--- src/rtl/ftl_pkg.sv ---
// Shared types and constants of the falling trail renderer.
package ftl_pkg;

    localparam int DEF_NUM_TRAILS     = 32;
    localparam int DEF_NUM_COLUMNS    = 30;
    localparam int DEF_NUM_ROWS       = 6;
    localparam int DEF_SUBPIXEL_STEPS = 256;

    localparam int IDX_IN_W  = 5;
    localparam int RND_W     = 21;
    localparam int COL_W     = 8;
    localparam int SPEED_W   = 7;
    localparam int LEN_W     = 6;

    localparam int ROW_OUT_W = 3;
    localparam int COL_OUT_W = 5;
    localparam int RED_W     = 9;
    localparam int GREEN_W   = 11;

    localparam int SPEED_BASE  = 10;
    localparam int LEN_BASE    = 4;
    localparam int SPEED_MAX   = 8'h3f + SPEED_BASE;
    localparam int LEN_MAX     = 8'h1f + LEN_BASE;
    localparam int FACTOR_BIAS = 9;

    localparam int GREEN_FULL  = 1024;
    localparam int GREEN_SLOPE = 992;
    localparam int QUOT_W      = 10;
    localparam int QUOT_PER_CYC = 2;
    localparam int LEVEL_SHIFT = 8;   // divide by 4*32*2
    localparam int PROD_W      = GREEN_W + SPEED_W;

    localparam int FIFO_DEPTH  = 4;

    typedef enum logic {
        ACT_RESPAWN = 1'b0,
        ACT_ADVANCE = 1'b1
    } t_action;

    typedef struct packed {
        t_action              action;
        logic [IDX_IN_W-1:0]  idx;
        logic [COL_W-1:0]     col;
        logic [SPEED_W-1:0]   speed;
        logic [LEN_W-1:0]     len;
    } t_cmd;

endpackage

--- src/rtl/ftl_front.sv ---
// Input side: takes transactions, drops out-of-table ones, derives seed fields.
module ftl_front import ftl_pkg::*; #(
    parameter int NUM_TRAILS  = DEF_NUM_TRAILS,
    parameter int NUM_COLUMNS = DEF_NUM_COLUMNS
) (
    input  logic                i_clk,
    input  logic                i_rst_n,
    input  logic                i_valid,
    output logic                o_stall,
    input  logic                i_action,
    input  logic [IDX_IN_W-1:0] i_trail_index,
    input  logic [RND_W-1:0]    i_random_word,
    output logic                o_push,
    output t_cmd                o_cmd,
    input  logic                i_full
);

    logic [15:0] w_mod;
    logic        w_in_range;
    logic        r_busy_seen;

    // Column seed modulo by constant: eight compare-subtract steps.
    always_comb begin
        w_mod = {8'b0, i_random_word[7:0]};
        for (int k = 7; k >= 0; k--) begin
            if (w_mod >= (16'(NUM_COLUMNS) << k)) begin
                w_mod = w_mod - (16'(NUM_COLUMNS) << k);
            end
        end
    end

    assign w_in_range = 9'(i_trail_index) < 9'(NUM_TRAILS);

    assign o_stall = i_full || !r_busy_seen;
    assign o_push  = i_valid && !o_stall && w_in_range;

    always_comb begin
        o_cmd.action = t_action'(i_action);
        o_cmd.idx    = i_trail_index;
        o_cmd.col    = w_mod[COL_W-1:0];
        o_cmd.speed  = SPEED_W'(i_random_word[13:8]) + SPEED_W'(SPEED_BASE);
        o_cmd.len    = LEN_W'(i_random_word[20:16]) + LEN_W'(LEN_BASE);
    end

    // Hold off the first cycle out of reset.
    always_ff @(posedge i_clk) begin
        if (!i_rst_n) begin
            r_busy_seen <= 1'b0;
        end else begin
            r_busy_seen <= 1'b1;
        end
    end

endmodule

--- src/rtl/ftl_fifo.sv ---
// Command queue between the input side and the render engine.
module ftl_fifo import ftl_pkg::*; (
    input  logic i_clk,
    input  logic i_rst_n,
    input  logic i_push,
    input  t_cmd i_data,
    output logic o_full,
    input  logic i_pop,
    output t_cmd o_data,
    output logic o_empty
);

    localparam int PTR_W = $clog2(FIFO_DEPTH);
    localparam int CNT_W = $clog2(FIFO_DEPTH + 1);

    t_cmd             r_store [FIFO_DEPTH];
    logic [PTR_W-1:0] r_wr_ptr;
    logic [PTR_W-1:0] r_rd_ptr;
    logic [CNT_W-1:0] r_count;

    assign o_full  = r_count == CNT_W'(FIFO_DEPTH);
    assign o_empty = r_count == '0;
    assign o_data  = r_store[r_rd_ptr];

    always_ff @(posedge i_clk) begin
        if (i_push) begin
            r_store[r_wr_ptr] <= i_data;
        end
    end

    always_ff @(posedge i_clk) begin
        if (!i_rst_n) begin
            r_wr_ptr <= '0;
            r_rd_ptr <= '0;
            r_count  <= '0;
        end else begin
            if (i_push) begin
                r_wr_ptr <= PTR_W'(r_wr_ptr + 1'b1);
            end
            if (i_pop) begin
                r_rd_ptr <= PTR_W'(r_rd_ptr + 1'b1);
            end
            if (i_push && !i_pop) begin
                r_count <= CNT_W'(r_count + 1'b1);
            end else if (!i_push && i_pop) begin
                r_count <= CNT_W'(r_count - 1'b1);
            end
        end
    end

endmodule

--- src/rtl/ftl_back.sv ---
// Render engine: trail table, position update, row scan, divider, multiply and output register.
module ftl_back import ftl_pkg::*; #(
    parameter int NUM_TRAILS     = DEF_NUM_TRAILS,
    parameter int NUM_ROWS       = DEF_NUM_ROWS,
    parameter int SUBPIXEL_STEPS = DEF_SUBPIXEL_STEPS
) (
    input  logic                 i_clk,
    input  logic                 i_rst_n,
    input  logic                 i_empty,
    input  t_cmd                 i_cmd,
    output logic                 o_pop,
    output logic                 o_valid,
    input  logic                 i_stall,
    output logic [ROW_OUT_W-1:0] o_row,
    output logic [COL_OUT_W-1:0] o_column,
    output logic [RED_W-1:0]     o_red_level,
    output logic [GREEN_W-1:0]   o_green_level,
    output logic [RED_W-1:0]     o_blue_level,
    output logic                 o_last_pixel
);

    localparam int IDX_W   = (NUM_TRAILS > 1) ? $clog2(NUM_TRAILS) : 1;
    localparam int POS_MAX = (LEN_MAX + NUM_ROWS) * SUBPIXEL_STEPS + SPEED_MAX;
    localparam int POS_W   = $clog2(POS_MAX + 1);
    localparam int SPAN_W  = $clog2(LEN_MAX * SUBPIXEL_STEPS + 1);
    localparam int ROW_W   = (NUM_ROWS > 1) ? $clog2(NUM_ROWS) : 1;
    localparam int DIV_W   = SPAN_W + QUOT_W;
    localparam int DIV_CYC = QUOT_W / QUOT_PER_CYC;
    localparam int CNT_W   = (DIV_CYC > 1) ? $clog2(DIV_CYC) : 1;

    typedef struct packed {
        logic [COL_W-1:0]   col;
        logic [POS_W-1:0]   pos;
        logic [SPEED_W-1:0] speed;
        logic [LEN_W-1:0]   len;
    } t_trail;

    typedef enum logic [2:0] {
        S_IDLE,
        S_UPD,
        S_ROW,
        S_DIV,
        S_MUL,
        S_OUT
    } t_state;

    t_state r_state;

    t_trail          r_mem [NUM_TRAILS];
    logic [NUM_TRAILS-1:0] r_vld;
    t_trail          r_rd_data;
    logic            r_rd_vld;
    t_cmd            r_cmd;

    logic [COL_W-1:0]   r_col;
    logic [SPEED_W-1:0] r_factor;
    logic [SPAN_W-1:0]  r_span;
    logic [POS_W-1:0]   r_rowpos;
    logic [ROW_W-1:0]   r_row;
    logic               r_last;
    logic [SPAN_W-1:0]  r_rem;
    logic [QUOT_W-1:0]  r_dlo;
    logic [QUOT_W-1:0]  r_quot;
    logic [CNT_W-1:0]   r_cnt;
    logic [GREEN_W-1:0] r_green;
    logic [PROD_W-1:0]  r_prod;

    logic [7:0]         w_idx_ext;
    logic [IDX_W-1:0]   w_raddr;
    logic [IDX_W-1:0]   w_waddr;
    logic               w_we;
    t_trail             w_cur;
    t_trail             w_seed;
    t_trail             n_entry;
    logic [POS_W:0]     w_sum;
    logic [POS_W:0]     w_limit;
    logic [SPAN_W-1:0]  n_span;
    logic [SPEED_W-1:0] n_factor;
    logic               w_lit;
    logic               w_end;
    logic [DIV_W-1:0]   w_dividend;
    logic [SPAN_W:0]    n_trial;
    logic [SPAN_W-1:0]  n_rem;
    logic [QUOT_W-1:0]  n_dlo;
    logic [QUOT_PER_CYC-1:0] n_qbits;
    logic [GREEN_W-1:0] n_green;
    logic               w_out_free;

    assign o_pop     = (r_state == S_IDLE) && !i_empty;
    assign w_idx_ext = 8'(i_cmd.idx);
    assign w_raddr   = w_idx_ext[IDX_W-1:0];
    assign w_waddr   = IDX_W'(8'(r_cmd.idx));
    assign w_we      = r_state == S_UPD;

    // Table update for the current command.
    always_comb begin
        w_cur  = r_rd_vld ? r_rd_data : '0;
        w_seed = '{col: r_cmd.col, pos: '0, speed: r_cmd.speed, len: r_cmd.len};
        w_sum  = (POS_W+1)'(w_cur.pos) + (POS_W+1)'(w_cur.speed);
        w_limit = ((POS_W+1)'(w_cur.len) + (POS_W+1)'(NUM_ROWS))
                  * (POS_W+1)'(SUBPIXEL_STEPS);
        if (r_cmd.action == ACT_RESPAWN || w_sum >= w_limit) begin
            n_entry = w_seed;
        end else begin
            n_entry     = w_cur;
            n_entry.pos = w_sum[POS_W-1:0];
        end
        n_span   = SPAN_W'(n_entry.len) * SPAN_W'(SUBPIXEL_STEPS);
        n_factor = (n_entry.speed >= SPEED_W'(FACTOR_BIAS))
                   ? SPEED_W'(n_entry.speed - SPEED_W'(FACTOR_BIAS)) : '0;
    end

    // Row scan: lit rows are contiguous, the last one is the bottom row
    // or the one whose next row would lie above the head.
    assign w_lit = r_rowpos < POS_W'(r_span);
    assign w_end = (r_row == ROW_W'(NUM_ROWS - 1)) || (r_rowpos < POS_W'(SUBPIXEL_STEPS));
    assign w_dividend = DIV_W'(r_rowpos[SPAN_W-1:0]) * DIV_W'(GREEN_SLOPE);

    // Restoring divider, two quotient bits per cycle.
    always_comb begin
        n_rem   = r_rem;
        n_dlo   = r_dlo;
        n_trial = '0;
        n_qbits = '0;
        for (int k = QUOT_PER_CYC - 1; k >= 0; k--) begin
            n_trial = {n_rem, n_dlo[QUOT_W-1]};
            n_dlo   = {n_dlo[QUOT_W-2:0], 1'b0};
            if (n_trial >= (SPAN_W+1)'(r_span)) begin
                n_trial    = n_trial - (SPAN_W+1)'(r_span);
                n_qbits[k] = 1'b1;
            end
            n_rem = n_trial[SPAN_W-1:0];
        end
    end

    assign n_green    = GREEN_W'(GREEN_FULL) - GREEN_W'(r_quot);
    assign w_out_free = !o_valid || !i_stall;

    always_ff @(posedge i_clk) begin
        if (w_we) begin
            r_mem[w_waddr] <= n_entry;
        end
        if (o_pop) begin
            r_rd_data <= r_mem[w_raddr];
        end
    end

    always_ff @(posedge i_clk) begin
        if (!i_rst_n) begin
            r_vld <= '0;
        end else if (w_we) begin
            r_vld[w_waddr] <= 1'b1;
        end
    end

    always_ff @(posedge i_clk) begin
        if (!i_rst_n) begin
            r_state <= S_IDLE;
            o_valid <= 1'b0;
        end else begin
            if (o_valid && !i_stall && r_state != S_OUT) begin
                o_valid <= 1'b0;
            end
            case (r_state)
                S_IDLE: begin
                    if (o_pop) begin
                        r_cmd    <= i_cmd;
                        r_rd_vld <= r_vld[w_raddr];
                        r_state  <= S_UPD;
                    end
                end
                S_UPD: begin
                    r_col    <= n_entry.col;
                    r_factor <= n_factor;
                    r_span   <= n_span;
                    r_rowpos <= n_entry.pos;
                    r_row    <= '0;
                    r_state  <= (r_cmd.action == ACT_ADVANCE) ? S_ROW : S_IDLE;
                end
                S_ROW: begin
                    if (w_lit) begin
                        r_last  <= w_end;
                        r_rem   <= w_dividend[DIV_W-1:QUOT_W];
                        r_dlo   <= w_dividend[QUOT_W-1:0];
                        r_quot  <= '0;
                        r_cnt   <= '0;
                        r_state <= S_DIV;
                    end else if (w_end) begin
                        r_state <= S_IDLE;
                    end else begin
                        r_rowpos <= POS_W'(r_rowpos - POS_W'(SUBPIXEL_STEPS));
                        r_row    <= ROW_W'(r_row + 1'b1);
                    end
                end
                S_DIV: begin
                    r_rem  <= n_rem;
                    r_dlo  <= n_dlo;
                    r_quot <= {r_quot[QUOT_W-QUOT_PER_CYC-1:0], n_qbits};
                    r_cnt  <= CNT_W'(r_cnt + 1'b1);
                    if (r_cnt == CNT_W'(DIV_CYC - 1)) begin
                        r_state <= S_MUL;
                    end
                end
                S_MUL: begin
                    r_green <= n_green;
                    r_prod  <= PROD_W'(n_green) * PROD_W'(r_factor);
                    r_state <= S_OUT;
                end
                S_OUT: begin
                    if (w_out_free) begin
                        o_valid       <= 1'b1;
                        o_row         <= ROW_OUT_W'(r_row);
                        o_column      <= r_col[COL_OUT_W-1:0];
                        o_red_level   <= r_prod[LEVEL_SHIFT+RED_W-1:LEVEL_SHIFT];
                        o_blue_level  <= r_prod[LEVEL_SHIFT+RED_W-1:LEVEL_SHIFT];
                        o_green_level <= r_green;
                        o_last_pixel  <= r_last;
                        if (r_last) begin
                            r_state <= S_IDLE;
                        end else begin
                            r_rowpos <= POS_W'(r_rowpos - POS_W'(SUBPIXEL_STEPS));
                            r_row    <= ROW_W'(r_row + 1'b1);
                            r_state  <= S_ROW;
                        end
                    end
                end
                default: begin
                    r_state <= S_IDLE;
                end
            endcase
        end
    end

endmodule

--- src/rtl/falling_trail_led_renderer_unit.sv ---
// Falling trail renderer top level: input side, command queue, render engine.
// Each transaction names one trail; respawn reseeds it, advance moves it down and
// emits one pixel per covered row (ascending, last one flagged). Transactions go into a
// four-entry queue, so the input keeps accepting while the engine works or the output
// stalls, until the queue fills. The engine handles one command at a time: a respawn
// reads and rewrites its table entry, an advance does the same and then scans the rows,
// skipping unlit ones; each lit row goes through the restoring divider (two quotient bits
// a cycle), the colour multiply and the output register. The trail table reads as zero
// until a trail is first written; no clearing pass is needed.
module falling_trail_led_renderer_unit import ftl_pkg::*; #(
    parameter int NUM_TRAILS     = DEF_NUM_TRAILS,
    parameter int NUM_COLUMNS    = DEF_NUM_COLUMNS,
    parameter int NUM_ROWS       = DEF_NUM_ROWS,
    parameter int SUBPIXEL_STEPS = DEF_SUBPIXEL_STEPS
) (
    input  logic                 i_clk,
    input  logic                 i_rst_n,
    input  logic                 i_in_valid,
    output logic                 o_in_stall,
    input  logic                 i_action,
    input  logic [IDX_IN_W-1:0]  i_trail_index,
    input  logic [RND_W-1:0]     i_random_word,
    output logic                 o_out_valid,
    input  logic                 i_out_stall,
    output logic [ROW_OUT_W-1:0] o_row,
    output logic [COL_OUT_W-1:0] o_column,
    output logic [RED_W-1:0]     o_red_level,
    output logic [GREEN_W-1:0]   o_green_level,
    output logic [RED_W-1:0]     o_blue_level,
    output logic                 o_last_pixel
);

    logic w_push;
    logic w_full;
    logic w_pop;
    logic w_empty;
    t_cmd w_push_cmd;
    t_cmd w_head_cmd;

    ftl_front #(
        .NUM_TRAILS  (NUM_TRAILS),
        .NUM_COLUMNS (NUM_COLUMNS)
    ) u_front (
        .i_clk         (i_clk),
        .i_rst_n       (i_rst_n),
        .i_valid       (i_in_valid),
        .o_stall       (o_in_stall),
        .i_action      (i_action),
        .i_trail_index (i_trail_index),
        .i_random_word (i_random_word),
        .o_push        (w_push),
        .o_cmd         (w_push_cmd),
        .i_full        (w_full)
    );

    ftl_fifo u_fifo (
        .i_clk   (i_clk),
        .i_rst_n (i_rst_n),
        .i_push  (w_push),
        .i_data  (w_push_cmd),
        .o_full  (w_full),
        .i_pop   (w_pop),
        .o_data  (w_head_cmd),
        .o_empty (w_empty)
    );

    ftl_back #(
        .NUM_TRAILS     (NUM_TRAILS),
        .NUM_ROWS       (NUM_ROWS),
        .SUBPIXEL_STEPS (SUBPIXEL_STEPS)
    ) u_back (
        .i_clk         (i_clk),
        .i_rst_n       (i_rst_n),
        .i_empty       (w_empty),
        .i_cmd         (w_head_cmd),
        .o_pop         (w_pop),
        .o_valid       (o_out_valid),
        .i_stall       (i_out_stall),
        .o_row         (o_row),
        .o_column      (o_column),
        .o_red_level   (o_red_level),
        .o_green_level (o_green_level),
        .o_blue_level  (o_blue_level),
        .o_last_pixel  (o_last_pixel)
    );

endmodule

--- config.mk ---
export PLATFORM = sky130hd
export DESIGN_NAME = falling_trail_led_renderer_unit
export DESIGN_NICKNAME = d
export VERILOG_FILES = /design/src/rtl/ftl_pkg.sv /design/src/rtl/ftl_front.sv /design/src/rtl/ftl_fifo.sv /design/src/rtl/ftl_back.sv /design/src/rtl/falling_trail_led_renderer_unit.sv
export SDC_FILE = /design/constraint.sdc
export NUM_CORES = 2
export LEC_CHECK = 0
export BUFFER_PORTS_ARGS = -buffer_cell sky130_fd_sc_hd__buf_2
export CAP_MARGIN = 20
export CORE_MARGIN = 2
export CORE_UTILIZATION = 35
export DETAILED_ROUTE_END_ITERATION = 12
export SLEW_MARGIN = 15
export SYNTH_ARGS = -nofsm -noshare
export SYNTH_HDL_FRONTEND = slang
export SYNTH_SLANG_ARGS = --single-unit
--- constraint.sdc ---
create_clock -name i_clk -period 17.2 [get_ports i_clk]
set_input_delay 1.72 -clock i_clk [delete_from_list [all_inputs] [get_ports i_clk]]
set_output_delay 1.72 -clock i_clk [all_outputs]
set_load 0.01 [all_outputs]
==> flow_summary.toml <==
[worst_hold_path]
worstHoldEndpoint = "u_back.o_green_level[2]"
min_path_type = "flip-flop to flip-flop"
holdPathStages = 0
min-delay-start = "u_back.r_green[2]"

[floorplanning]
die_width_um = 406
rows = 147
die-height_um = 406
start_util_pct = 35.3
top_level_ports = 71
core_area_um2 = 161000
die_area_um2 = 165000

[timing]
period_minus_slack_ns = 7.42
fmax_mhz = 135
max_slew_margin_pct = 21.8
drv_slew = 0
hold_viol_final = 0
worst_slew_pin_slew_ns = 1.16
rsz0062_at_grt = "false"
finalCritPeriodShare_pct = 43.1
setup_tns_ns = 0
skew_ns = 0.0300
timing.final.ws_setup_ns = 9.78
setup_viol = 0

[cts]
clkSinkCount = 1340
numCtsBuffers = 141
clockRootBuffer = "clkbuf_16"
clock_latency_ns = 0.78
postCtsSetupBuffers = 0
cts_tree = "yes"
cts_buffer_depth = 3
postCtsHoldBufs = 0
cts-resized-gates = 0
htree_levels = 4
clk_pin_slew_worst_paths_ns = 0.06

[global_routing]
grt_start_max_net_pins = 125
grt.total_usage_pct = 16.1
grt_overflow = 0
grt_pass1_wl_mm = 192
antenna_found_initial = 3
grt_pass1_vias = 28400

[synthesis]
synthCells = 2908
ys_seq_area_share_pct = 70.2
synth.distinct_cells = 66
synth-seq-cells = 1340
synth-main-ff-cell = "edfxtp_1"
synthArstFlopShare_pct = 0
yosysWarnings = 0
synth_fp_nets = 3137
syn_avg_cell_area_um2 = 19.5
syn_area_um2 = 56600
synth_edf_count = 1294

[critical_path]
rr_endpoint = "u_back.r_factor[4]"
r2r_slack_ns = 9.78
r2r_start = "u_back.r_rd_vld"
cp_slowest_cell = "edfxtp_1"
path_max_fanout = 28
worstSetupEndpointType = "flip-flop"
cp.arrival_ns = 7.89
critPathMaxStageDelay_ns = 0.76
worst-path-buf-inv = 2
criticalPathCategory = "flip-flop to flip-flop"
cp-start-kind = "flip-flop"
cp.required_ns = 17.67
crit_family = "compound AO/OA/AOI/OAI gates"
reg2reg_depth = 25

[pwr]
total_power_mw = 11.6
irDropWorstVdd_mv = 0.112
powerDensity_nw_per_um2 = 180
cellLeakagePower_nw = 21.3

[final_layout]
drive_above_1_share_pct = 25.4
num-nets-final = 3296
final_common_cell = "edfxtp_1"
area_growth_pct = 13.9
final_cell_mix = "edfxtp_1 (1294), mux4_2 (350), clkbuf_16 (144)"
fill_cells = 14200
fin_util_pct = 40.2

[route]
wl_per_cell_um = 24.6
drt_first_pass_iters = 5
wl_mm = 131
antenna_left = 0
drc = 0
drt_iter0_drc = 3037
vias = 27600
vias_per_cell = 5.18

[place]
port_buffers = 68
place_congestion = 0.870
place_ws_ns = 9.69
hpwl_mm = 75.1

[run_status]
status = "complete, no violations"

[run]
max_cap_violations = 0
[how the worst max path moves through the flow]
stage	start	end	slack (ns)	depth (start not counted)
floorplan	u_back.r_rd_vld	u_back.r_mem[0][1]	11.14	24
global placement	u_back.r_rd_vld	u_back.r_factor[4]	9.67	25
detailed placement	u_back.r_rd_vld	u_back.r_factor[4]	9.69	25
CTS	u_back.r_rd_vld	u_back.r_factor[4]	9.65	25
global route	u_back.r_rd_vld	u_back.r_factor[4]	9.35	25
finish	u_back.r_rd_vld	u_back.r_factor[4]	9.78	25
[stage by stage]
step                      area [µm²]  instances  hold WS [ns]
after floorplan                56600       2908         0.400
after global placement         60000       5079         0.402
after detailed placement       60000       5083         0.405
after CTS                      64400       5333         0.410
after global routing           64500       5335         0.424
final                          64500       5335         0.415
[layout make-up]
type,instances,area [µm²],area share [%]
Antenna cell,1,2.50,0.00388
Clock buffer,175,3770,5.85
Clock inverter,75,622,0.964
Inverter,112,420,0.652
Multi-Input combinational cell,1330,16300,25.2
Sequential cell,1340,39800,61.7
Tap cell,2160,2700,4.19
Timing Repair Buffer,142,938,1.46
[Yosys cell counts, drive strengths merged, types with 13 or more instances]
master	count	share of area, %
nor2b	19	0.21
nor3	21	0.19
a21o	14	0.19
dfxtp	46	1.6
xnor2	43	0.67
clkbuf	75	0.50
xor2	29	0.45
o21a	49	0.65
inv	112	0.74
and3	18	0.20
o21ai	39	0.34
fa	81	2.9
mux2	45	0.89
nand3	13	0.11
nand2	135	0.89
buf	51	0.57
mux4	354	14
edfxtp	1294	69
and2	58	0.64
a21oi	50	0.44
ha	117	2.6
nor2	112	0.74
[registers in the layout (all words and copies together) (netlist names), 3 cells and up, named ones only]
name                  flops
u_back.r_dlo              5
u_back.w_waddr            5
u_back.o_red_level        9
u_back.r_row              3
u_back.o_green_level     11
u_back.r_state            3
u_back.r_cmd             19
u_back.o_column           5
u_back.o_row              3
u_back.r_vld             32
u_back.r_rd_data         32
u_back.r_prod             9
u_back.r_quot            10
u_back.r_span             6
u_fifo.r_store           96
u_fifo.r_count            3
u_back.r_factor           7
u_back.r_col              5
u_back.r_green           11
u_back.r_mem           1024
u_back.r_cnt              3
u_back.r_rowpos          14
u_back.r_rem             14
[where the power goes]
| group | internal [mW] | switching (mW) |
|---|---|---|
| registers | 4.48 | 0.130 |
| clock network | 1.65 | 1.26 |
| logic | 1.63 | 2.43 |
| total | 7.77 | 3.82 |
[layer usage]
metal | share of wire [%] | routed length [µm] | global-route usage [%] | up-vias
li1 | - | - | - | 11900
met1 | 42 | 55600 | 21.7 | 14700
met2 | 49 | 63800 | 26.1 | 827
met3 | 6.8 | 8890 | 3.36 | 181
met4 | 2.3 | 2970 | 4.74 | 0
met5 | 0 | 0 | 0 | -
[logic make-up after synthesis]
family          after synthesis  share of synthesized area (%)
compound gates              211                           2.47
xor+xnor                     72                           1.11
fa+ha+maj                   198                           5.45
buf+inv                     238                           1.81
flops                      1340                           70.2
mux                         410                           15.2
simple gates                439                           3.76
Power figures use the tool's default switching activity.
